[config.mk]
export PLATFORM = sky130hd
export DESIGN_NAME = modulated_reflectance_sensor_detector
export DESIGN_NICKNAME = d
export VERILOG_FILES = /design/src/sv/mrsd_pkg.sv /design/src/sv/modulated_reflectance_sensor_detector.sv /design/src/sv/mrsd_classify.sv
export VERILOG_INCLUDE_DIRS = /design/src /design/src/sv
export SDC_FILE = /design/constraint.sdc
export NUM_CORES = 1
export LEC_CHECK = 0
export BUFFER_PORTS_ARGS = -buffer_cell sky130_fd_sc_hd__buf_2
export CAP_MARGIN = 20
export CORE_MARGIN = 1
export CORE_UTILIZATION = 45
export DETAILED_ROUTE_END_ITERATION = 6
export SETUP_SLACK_MARGIN = 0.02
export SYNTH_ARGS = -nofsm -noshare
export SYNTH_HDL_FRONTEND = slang
export SYNTH_HIERARCHICAL = 1
export SYNTH_SLANG_ARGS = --single-unit
export TNS_END_PERCENT = 20
[constraint.sdc]
create_clock -name aclk -period 5.8 [get_ports aclk]
set_input_delay 0.87 -clock aclk [delete_from_list [all_inputs] [get_ports aclk]]
set_output_delay 0.87 -clock aclk [all_outputs]
set_load 0.03 [all_outputs]
[src/sv/modulated_reflectance_sensor_detector_assert.svh]
// ----------------------------------------------------------------------------
// Assertion macros for the reflectance sensor detector
// Clocked property wrappers used by the RTL assertion blocks.
// ----------------------------------------------------------------------------
`ifndef MODULATED_REFLECTANCE_SENSOR_DETECTOR_ASSERT_SVH
`define MODULATED_REFLECTANCE_SENSOR_DETECTOR_ASSERT_SVH

// Same-cycle implication, disabled while reset is asserted
`define MRSD_ASSERT_NOW(label, clk, rstn, ante, cons) \
    label: assert property (@(posedge clk) disable iff (!(rstn)) (ante) |-> (cons)) \
        else $error("mrsd assertion failed");

// Next-cycle implication, disabled while reset is asserted
`define MRSD_ASSERT_NEXT(label, clk, rstn, ante, cons) \
    label: assert property (@(posedge clk) disable iff (!(rstn)) (ante) |=> (cons)) \
        else $error("mrsd assertion failed");

`endif

[src/sv/mrsd_pkg.sv]
`default_nettype none
// ----------------------------------------------------------------------------
// mrsd_pkg
// Shared sizes, phase codes and register indexes of the sensor detector.
// ----------------------------------------------------------------------------
package mrsd_pkg;

    localparam int SENSOR_COUNT = 4;
    localparam int SAMPLE_BITS  = 10;
    localparam int THRESH_BITS  = 10;

    // Common width for comparing a difference against a threshold
    localparam int CMP_BITS = (SAMPLE_BITS > THRESH_BITS) ? SAMPLE_BITS : THRESH_BITS;

    // Stream payload widths, padded to whole bytes
    localparam int S_DATA_BITS = ((SENSOR_COUNT * SAMPLE_BITS + 7) / 8) * 8;
    localparam int M_DATA_BITS = ((1 + SENSOR_COUNT + 7) / 8) * 8;
    localparam int M_USER_BITS = 2;

    // Phase codes
    localparam logic [1:0] PH_LIT    = 2'd0;
    localparam logic [1:0] PH_DARK   = 2'd1;
    localparam logic [1:0] PH_PROC   = 2'd2;
    localparam logic [1:0] PH_UNUSED = 2'd3;

    // Configuration register indexes
    localparam logic REG_ON_THRESHOLD  = 1'b0;
    localparam logic REG_OFF_THRESHOLD = 1'b1;

    // Event kinds
    localparam logic KIND_ON_TAPE  = 1'b0;
    localparam logic KIND_OFF_TAPE = 1'b1;

    localparam logic [THRESH_BITS-1:0] ON_THRESHOLD_RESET  = THRESH_BITS'(600);
    localparam logic [THRESH_BITS-1:0] OFF_THRESHOLD_RESET = THRESH_BITS'(900);

    typedef logic [SENSOR_COUNT-1:0][SAMPLE_BITS-1:0] sample_vec_t;
    typedef logic [SENSOR_COUNT-1:0]                  sensor_bits_t;

    // Thresholds handed to the classifier
    typedef struct packed {
        logic [THRESH_BITS-1:0] on_thresh;
        logic [THRESH_BITS-1:0] off_thresh;
    } thresh_t;

endpackage
`default_nettype wire

[src/sv/modulated_reflectance_sensor_detector.sv]
`default_nettype none
// ----------------------------------------------------------------------------
// modulated_reflectance_sensor_detector
// Synchronous lit/dark detection of four reflectance sensors with hysteresis.
// ----------------------------------------------------------------------------
// Usage:
//   s_ channel: one transaction per timer event. s_tuser[0] is the tick flag,
//   s_tdata carries the four samples. A tick steps the lit, dark and process
//   phases; a non-tick leaves all state alone.
//   m_ channel: exactly one transaction per input transaction, giving the
//   emitter level, the sensor bits and, on the process phase, a tape event.
//   cfg channel: writes the on threshold (index 0) and off threshold
//   (index 1); always ready, meant to be used while the block is idle.
// Timing: the result is registered and appears in the cycle after the input
//   transaction. Rate: one transaction per cycle while m_tready is high, set by the
//   single output register; the four subtract-compare paths sit in front of it.
// Reset: synchronous, active low. Phase returns to lit, emitter lit, bits
//   cleared, thresholds 600 and 900. No clearing pass is needed.
// Stall: while m_tready is low the held result stays and s_tready drops;
//   a new input is taken in the same cycle that the held result leaves.
// ----------------------------------------------------------------------------
`include "modulated_reflectance_sensor_detector_assert.svh"

module modulated_reflectance_sensor_detector (
    input  wire                                  aclk,
    input  wire                                  aresetn,
    // input stream
    input  wire                                  s_tvalid,
    output logic                                 s_tready,
    input  wire  [mrsd_pkg::S_DATA_BITS-1:0]     s_tdata,   // sample_0..sample_3
    input  wire                                  s_tuser,   // is_tick
    // result stream
    output logic                                 m_tvalid,
    input  wire                                  m_tready,
    output logic [mrsd_pkg::M_DATA_BITS-1:0]     m_tdata,   // emitter_on, sensor_bits, pad
    output logic [mrsd_pkg::M_USER_BITS-1:0]     m_tuser,   // event_valid, event_kind
    // configuration writes
    input  wire                                  cfg_valid,
    output logic                                 cfg_ready,
    input  wire                                  cfg_index,
    input  wire  [mrsd_pkg::THRESH_BITS-1:0]     cfg_data
);

    localparam int NS = mrsd_pkg::SENSOR_COUNT;
    localparam int SB = mrsd_pkg::SAMPLE_BITS;

    // State
    logic [1:0]                 phase_reg,   phase_next;
    logic                       emitter_reg, emitter_next;
    mrsd_pkg::sensor_bits_t     cur_reg,     cur_next;
    mrsd_pkg::sensor_bits_t     rep_reg,     rep_next;
    mrsd_pkg::sample_vec_t      lit_reg;
    mrsd_pkg::sample_vec_t      dark_reg;
    mrsd_pkg::thresh_t          thresh_reg;

    // Result register
    logic                       out_valid_reg, out_valid_next;
    logic                       ev_valid_reg,  ev_valid_next;
    logic                       ev_kind_reg,   ev_kind_next;

    logic                       s_accept;
    mrsd_pkg::sample_vec_t      samples;
    mrsd_pkg::sensor_bits_t     class_bits;

    // Output register frees up when it is empty or being drained
    assign s_tready  = !out_valid_reg || m_tready;
    assign s_accept  = s_tvalid && s_tready;
    assign cfg_ready = 1'b1;

    always_comb begin
        for (int i = 0; i < NS; i++) begin
            samples[i] = s_tdata[i*SB +: SB];
        end
    end

    mrsd_classify u_classify (
        .lit      (lit_reg),
        .dark     (dark_reg),
        .thresh   (thresh_reg),
        .cur_bits (cur_reg),
        .rep_bits (rep_reg),
        .new_bits (class_bits)
    );

    // Phase sequencing and event decision
    always_comb begin
        phase_next    = phase_reg;
        emitter_next  = emitter_reg;
        cur_next      = cur_reg;
        rep_next      = rep_reg;
        ev_valid_next = ev_valid_reg;
        ev_kind_next  = ev_kind_reg;
        if (s_accept) begin
            ev_valid_next = 1'b0;
            ev_kind_next  = mrsd_pkg::KIND_ON_TAPE;
            if (s_tuser) begin
                unique case (phase_reg)
                    mrsd_pkg::PH_DARK: begin
                        phase_next = mrsd_pkg::PH_PROC;
                    end
                    mrsd_pkg::PH_PROC: begin
                        cur_next = class_bits;
                        if (class_bits > rep_reg) begin
                            ev_valid_next = 1'b1;
                            ev_kind_next  = mrsd_pkg::KIND_ON_TAPE;
                            rep_next      = class_bits;
                        end else if (class_bits < rep_reg) begin
                            ev_valid_next = 1'b1;
                            ev_kind_next  = mrsd_pkg::KIND_OFF_TAPE;
                            rep_next      = class_bits;
                        end
                        emitter_next = 1'b1;
                        phase_next   = mrsd_pkg::PH_LIT;
                    end
                    default: begin
                        // lit phase; the unused code behaves the same
                        emitter_next = 1'b0;
                        phase_next   = mrsd_pkg::PH_DARK;
                    end
                endcase
            end
        end
    end

    // Result valid handshake
    always_comb begin
        if (s_accept) begin
            out_valid_next = 1'b1;
        end else if (m_tready) begin
            out_valid_next = 1'b0;
        end else begin
            out_valid_next = out_valid_reg;
        end
    end

    // Control state
    always_ff @(posedge aclk) begin
        if (!aresetn) begin
            phase_reg             <= mrsd_pkg::PH_LIT;
            emitter_reg           <= 1'b1;
            cur_reg               <= '0;
            rep_reg               <= '0;
            out_valid_reg         <= 1'b0;
            thresh_reg.on_thresh  <= mrsd_pkg::ON_THRESHOLD_RESET;
            thresh_reg.off_thresh <= mrsd_pkg::OFF_THRESHOLD_RESET;
        end else begin
            phase_reg     <= phase_next;
            emitter_reg   <= emitter_next;
            cur_reg       <= cur_next;
            rep_reg       <= rep_next;
            out_valid_reg <= out_valid_next;
            if (cfg_valid && cfg_ready) begin
                unique case (cfg_index)
                    mrsd_pkg::REG_ON_THRESHOLD:  thresh_reg.on_thresh  <= cfg_data;
                    mrsd_pkg::REG_OFF_THRESHOLD: thresh_reg.off_thresh <= cfg_data;
                    default: ;
                endcase
            end
        end
    end

    // Sample stores and result payload
    always_ff @(posedge aclk) begin
        ev_valid_reg <= ev_valid_next;
        ev_kind_reg  <= ev_kind_next;
        if (s_accept && s_tuser) begin
            if (phase_reg == mrsd_pkg::PH_DARK) begin
                dark_reg <= samples;
            end else if (phase_reg == mrsd_pkg::PH_LIT || phase_reg == mrsd_pkg::PH_UNUSED) begin
                lit_reg <= samples;
            end
        end
    end

    assign m_tvalid = out_valid_reg;
    assign m_tdata  = mrsd_pkg::M_DATA_BITS'({cur_reg, emitter_reg});
    assign m_tuser  = {ev_kind_reg, ev_valid_reg};

    // Checks
    `MRSD_ASSERT_NOW(a_emitter_follows_phase, aclk, aresetn, 1'b1,
                     emitter_reg == (phase_reg == mrsd_pkg::PH_LIT))
    `MRSD_ASSERT_NOW(a_reported_tracks_current, aclk, aresetn, 1'b1, rep_reg == cur_reg)
    `MRSD_ASSERT_NEXT(a_lit_tick_goes_dark, aclk, aresetn,
                      s_accept && s_tuser && phase_reg == mrsd_pkg::PH_LIT,
                      !emitter_reg && phase_reg == mrsd_pkg::PH_DARK)
    `MRSD_ASSERT_NOW(a_ready_when_empty, aclk, aresetn, !out_valid_reg, s_tready)

endmodule
`default_nettype wire

[src/sv/mrsd_classify.sv]
`default_nettype none
// ----------------------------------------------------------------------------
// mrsd_classify
// Per-sensor lit minus dark difference with a two-threshold hysteresis band.
// ----------------------------------------------------------------------------
module mrsd_classify (
    input  wire  mrsd_pkg::sample_vec_t  lit,
    input  wire  mrsd_pkg::sample_vec_t  dark,
    input  wire  mrsd_pkg::thresh_t      thresh,
    input  wire  mrsd_pkg::sensor_bits_t cur_bits,
    input  wire  mrsd_pkg::sensor_bits_t rep_bits,
    output mrsd_pkg::sensor_bits_t       new_bits
);

    logic [mrsd_pkg::SENSOR_COUNT-1:0][mrsd_pkg::CMP_BITS-1:0] diff;
    logic [mrsd_pkg::CMP_BITS-1:0] on_ext;
    logic [mrsd_pkg::CMP_BITS-1:0] off_ext;

    assign on_ext  = mrsd_pkg::CMP_BITS'(thresh.on_thresh);
    assign off_ext = mrsd_pkg::CMP_BITS'(thresh.off_thresh);

    // One independent subtract and compare per sensor
    always_comb begin
        for (int i = 0; i < mrsd_pkg::SENSOR_COUNT; i++) begin
            diff[i] = mrsd_pkg::CMP_BITS'(lit[i]) - mrsd_pkg::CMP_BITS'(dark[i]);
            priority if (dark[i] > lit[i]) begin
                new_bits[i] = 1'b0;          // dark above lit reads as off tape
            end else if (diff[i] < on_ext) begin
                new_bits[i] = 1'b1;
            end else if (diff[i] > off_ext) begin
                new_bits[i] = 1'b0;
            end else begin
                new_bits[i] = cur_bits[i] | rep_bits[i];  // inside the band
            end
        end
    end

endmodule
`default_nettype wire

# Yosys cells after proc, flatten, opt, wreduce, memory -nomap -nowiden
# Cells that the tools add are included.
[classes]
addsub = 4
order_cmp = 14
eq_ne = 3
n_mux = 20
n_bitwise = 8
reduce_logical = 18
[op_table]
columns = ["cell", "n"]
rows = [
  ["$gt A10 B10 Y1", 8],
  ["$lt A10 B10 Y1", 4],
  ["$sub A10 B10 Y10", 4],
  ["$mux W1", 16],
  ["$reduce_and A2 Y1", 5],
  ["$reduce_and A3 Y1", 3],
  ["$mux W4", 2],
  ["$eq A2 B2 Y1 const B", 2],
  ["$gt A4 B4 Y1", 1],
  ["$lt A4 B4 Y1", 1],
  ["$not A1 Y1", 4],
  ["$or A1 B1 Y1", 4],
  ["$pmux W2 S2", 1],
  ["$reduce_and A4 Y1", 1],
  ["$reduce_bool A2 Y1", 2],
  ["$reduce_or A3 Y1", 1],
  ["$eq A2 B1 Y1 const B", 1],
  ["$logic_and A1 B1 Y1", 2],
  ["$logic_not A2 Y1", 1],
  ["$logic_or A1 B1 Y1", 2],
  ["$pmux W1 S2", 1],
  ["$logic_not A1 Y1", 1],
]
[totals]
reg_bits = 114
input_bits = 57
elab_cells = 84

# Logic depth before layout (Yosys ltp)
[logic_depth]
ltp_word = 8
mapped_depth = 22

# By module
# Netlist, hierarchy kept.
[modules_own_cells]
columns = ["module", "n_inst", "cells_per_inst", "area_per_inst_um2", "seq_area_each_um2"]
rows = [
  ["modulated_reflectance_sensor_detector", 1, 252, 3922.5, 3103.0],
  ["mrsd_classify", 1, 446, 3407.0, 0.0],
]

# Worst setup path after synthesis
# OpenSTA, ideal clock, no wires.
[synth_path]
path_type = "input-to-reg"
startpoint = "in m_tready"
endpoint = "reg lit_reg[0] (netlist name), enable pin"
setup_ns = 0.495
arrival_ns = 4.254
required_time_ns = 5.305
path_slack_ns = 1.051
path_stages = 3
path_buffers = 0
path_cell_list = "nand2b_4 nand3_1 nor3b_1"
[synth_via]
elab_chain_len = 4
[synth_rtl]
columns = ["element", "line", "text"]
rows = [
  ["start: declaration", "modulated_reflectance_sensor_detector.sv:34", "input wire m_tready,"],
  ["$logic_or A1 B1 Y1", "modulated_reflectance_sensor_detector.sv:66", "assign s_tready = !out_valid_reg || m_tready;"],
  ["$logic_and A1 B1 Y1", "modulated_reflectance_sensor_detector.sv:67", "assign s_accept = s_tvalid && s_tready;"],
  ["$logic_and A1 B1 Y1", "modulated_reflectance_sensor_detector.sv:166", "if (s_accept && s_tuser) begin"],
  ["$reduce_and A3 Y1 (no line)", "--", ""],
  ["end signal: assignment", "modulated_reflectance_sensor_detector.sv:170", "lit_reg <= samples;"],
  ["end: declaration", "modulated_reflectance_sensor_detector.sv:52", "mrsd_pkg::sample_vec_t lit_reg;"],
]
# Every way passes these cells.
# A chain may end at the register's enable or synchronous reset.

# Worst setup path in the final report
[layout_path]
startpoint = "reg lit_reg[31] (netlist name)"
endpoint = "reg rep_reg[2]"
[layout_via]
elab_chain_len = 8
[layout_rtl]
columns = ["element", "line", "text"]
rows = [
  ["$sub A10 B10 Y10", "mrsd_classify.sv:25", "diff[i] = mrsd_pkg::CMP_BITS'(lit[i]) - mrsd_pkg::CMP_BITS'(dark[i]);"],
  ["$gt A10 B10 Y1", "mrsd_classify.sv:30", "end else if (diff[i] > off_ext) begin"],
  ["$mux W1", "mrsd_classify.sv:30", ""],
  ["$mux W1", "mrsd_classify.sv:28", "end else if (diff[i] < on_ext) begin"],
  ["$mux W1 *", "mrsd_classify.sv:26", "priority if (dark[i] > lit[i]) begin"],
  ["net class_bits[3]", "modulated_reflectance_sensor_detector.sv:63", "mrsd_pkg::sensor_bits_t class_bits;"],
  ["$gt A4 B4 Y1 or $lt A4 B4 Y1 (tied branches)", "modulated_reflectance_sensor_detector.sv:103, modulated_reflectance_sensor_detector.sv:107", ""],
  ["$reduce_bool A2 Y1 (no line)", "--", ""],
  ["$reduce_and A4 Y1 (no line)", "--", ""],
  ["end signal: assignment", "modulated_reflectance_sensor_detector.sv:150", "rep_reg <= rep_next;"],
  ["end: declaration", "modulated_reflectance_sensor_detector.sv:51", "mrsd_pkg::sensor_bits_t rep_reg, rep_next;"],
]
# Mark *: on every way through the listed nets, which the timed path passes. The rest lies on a longest branch.

==> flow_metrics.tcl <==
set metrics [dict create \
    dp_hpwl_um 12200 \
    yosysTopAreaCell "edfxtp_1" \
    synth_top_area_share_pct 33.6 \
    clockBufferDepth 2 \
    synthCells 698 \
    first_pass_iters 5 \
    first_global_vias 5554 \
    drv_cap 0 \
    worstHoldStart "thresh_reg[4]" \
    crit_family "simple AND/OR/NAND/NOR gates" \
    synth_edf_count 82 \
    synth-seq-cells 114 \
    rrSetupSlack_ns 1.34 \
    cts_max_level 4 \
    async_flop_share_pct 0 \
    clock-sinks 114 \
    core.rowCount 46 \
    yosys_warnings 6 \
    overflow 0 \
    tritoncts "built" \
    hp-class "reg2reg" \
    drc 0 \
    synthTopCellsByArea "edfxtp_1 (34%), ha_1 (21%), dfxtp_1 (8.7%)" \
    place_ws_ns 1.40 \
    synth_flop_cell "edfxtp_1" \
    dp_cells 969 \
    wl_um 16700 \
    netlist_area_mm2 0.00733 \
    routabilityCongestion 0.833 \
    critPathLaunchType "flop" \
    outcome "completed" \
    cellPowerDensity_mw_per_mm2 275 \
    fin_util_pct 53.3 \
    leakagePower_nw 3.70 \
    cp.arrival_ns 4.76 \
    min_period_over_period_pct 77.0 \
    area_growth_pct 15.4 \
    final_common_cell "ha_1" \
    crit_required_ns 6.09 \
    antenna_found_initial 0 \
    tightest_slew_ns 1.07 \
    n_antenna_cell 0 \
    ant_nets 0 \
    setup_violations 0 \
    grt_max_degree 42 \
    path_max_fanout 8 \
    drtIter0Drc 266 \
    crit_type "reg2reg" \
    core_area_mm2 0.0159 \
    tns_ns 0 \
    fmax_ghz 0.224 \
    fin_cells 1001 \
    hold_viol_final 0 \
    cts_buffers 17 \
    ir_worst_vdd_uv 207 \
    hold_buffers 0 \
    rsz0062_at_grt "false" \
    io_buffers 65 \
    r2r_end "rep_reg[2]" \
    critPathCaptureType "flop" \
    worstHoldPathCells 2 \
    final-max-slew-violation-count 0 \
    slew_headroom_pct 28.9 \
    timing.rr.start "lit_reg[31]" \
    clock_latency_ns 0.42 \
    crit_path_frequent_cell "ha_1" \
    mostFrequentLayoutCells "ha_1 (122), edfxtp_1 (82), inv_1 (81)" \
    reg2reg_depth 19 \
    post-cts-setup-buffers 0 \
    ys_seq_area_share_pct 42.3 \
    hold_end "thresh_reg[4]" \
    syn-mean-instance-area_um2 10.5 \
    chipWidth_um 130 \
    vias_per_cell 5.40 \
    fin_ws_ns 1.34 \
    cts_resized 0 \
    die_area_mm2 0.0168 \
    drive_above_1_share_pct 14.5 \
    detail_route.wl_per_cell_um 16.6 \
    fp.dieH_um 130 \
    io_pins 70 \
    finalNetCount 955 \
    finalClockSkew_ns 0.00684 \
    max_stage_delay_ns 0.42 \
    ys_types 63 \
    cts_root_buffer "clkbuf_16" \
    crit_chain "ha_1 > nor2b_1 > o21ai_0 > a21boi_0 > o41ai_1 > nor2b_1 > xnor2_1 > ha_1 > nand4_1 > nor3_1 > o22ai_1 > a21oi_1 > a21oi_1 > nor3_1 > ha_1 > nand4_1 > o2111ai_4 > nand3_1 > o21ai_1" \
    start_util_pct 46.1 \
    grtUsageTotal_pct 21.3 \
    slowest_stage "edfxtp_1" \
    vias 5406 \
    cp_num_buf_inv 0 \
    finalCriticalPeriod_ns 4.46 \
    grt_pass1_wl_um 26700 \
    path_clk_slew_ns 0.05 \
]
## metrics by stage
| stage | area (um^2) | hold WS [ns] | total power, mW |
|---|---|---|---|
| global placement | 7870 | 0.455 | 1.29 |
| detailed placement | 7870 | 0.461 | 1.32 |
| global route | 8460 | 0.492 | 2.43 |
| finish | 8460 | 0.472 | 2.33 |
| floorplan | 7340 | 0.441 | 1.21 |
| CTS | 8460 | 0.478 | 2.35 |
## report_power, final
part | leakage, nW | total (mW) | switching, mW | internal [mW]
logic | 2.38 | 0.389 | 0.228 | 0.162
registers | 1.01 | 0.919 | 0.0127 | 0.906
clock network | 0.303 | 1.02 | 0.377 | 0.644
## cells in the mapped netlist (4+ instances only)
| library cell | instances |
|---|---|
| ha_1 | 122 |
| edfxtp_1 | 82 |
| inv_1 | 81 |
| nand2_1 | 59 |
| a21oi_1 | 37 |
| dfxtp_1 | 32 |
| nor2_1 | 28 |
| o21ai_0 | 27 |
| nand3_1 | 22 |
| a21boi_0 | 18 |
| nor2b_1 | 18 |
| xnor2_1 | 16 |
| a21o_1 | 15 |
| nor3_1 | 10 |
| nand4_1 | 9 |
| o21a_1 | 8 |
| xor2_1 | 8 |
| buf_4 | 7 |
| nand2b_1 | 6 |
| a211oi_1 | 5 |
| mux2i_1 | 5 |
| a2111oi_0 | 4 |
| a31oi_1 | 4 |
| and4_1 | 4 |
| buf_2 | 4 |
| fa_1 | 4 |
| o211ai_1 | 4 |
| o21ai_1 | 4 |
## area by class of cell
class,count,area [um^2]
fillers,1424,7420
multi-input cells,491,3850
flip-flops and latches,114,3100
clock buffers,22,528
repair buffers,67,340
inverters,81,304
well taps,216,270
clock inverters,10,63.8
## worst max path at each step
stage	start	end	slack, ns	cells past startpoint
2_1_floorplan	m_tready	lit_reg[0]	1.05	3
6_report	lit_reg[31]	rep_reg[2]	1.34	19
3_5_place_dp	lit_reg[0]	rep_reg[2]	1.40	19
3_3_place_gp	lit_reg[31]	rep_reg[3]	1.57	19
5_1_grt	lit_reg[31]	rep_reg[0]	0.99	19
4_1_cts	lit_reg[20]	rep_reg[2]	1.35	22
## cell families (layout without fill, tap and decap cells)
kind of cell	Yosys count	count (layout)	synth area share [%]
flip-flops	114	114	42.3
multiplexers	5	5	0.683
AO/OA/AOI/OAI	157	157	14.7
other	2	4	0.102
adder cells (fa/ha/maj)	126	126	21.9
buffers and inverters	95	180	5.29
AND/OR/NAND/NOR	175	175	12.1
XOR/XNOR	24	24	2.87
## worst reg2reg max path, cell delays in order (launching register included)
cell and delay [ns]:
edfxtp_1 0.42, ha_1 0.30, nor2b_1 0.12, o21ai_0 0.18, a21boi_0 0.18, o41ai_1 0.42, nor2b_1 0.23, xnor2_1 0.13
ha_1 0.32, nand4_1 0.13, nor3_1 0.23, o22ai_1 0.13, a21oi_1 0.14, a21oi_1 0.08, nor3_1 0.40, ha_1 0.34
nand4_1 0.18, o2111ai_4 0.21, nand3_1 0.14, o21ai_1 0.07
## layer usage
| layer | routed length (um) | vias to the layer above | global-route usage (%) |
|---|---|---|---|
| met5 | 0 | - | 0 |
| met4 | 724 | 0 | 13.2 |
| met3 | 808 | 41 | 4.91 |
| met2 | 7930 | 139 | 35.8 |
| met1 | 7200 | 2546 | 24.6 |
| li1 | - | 2680 | - |
No activity file was read; power rests on OpenSTA's default activity.
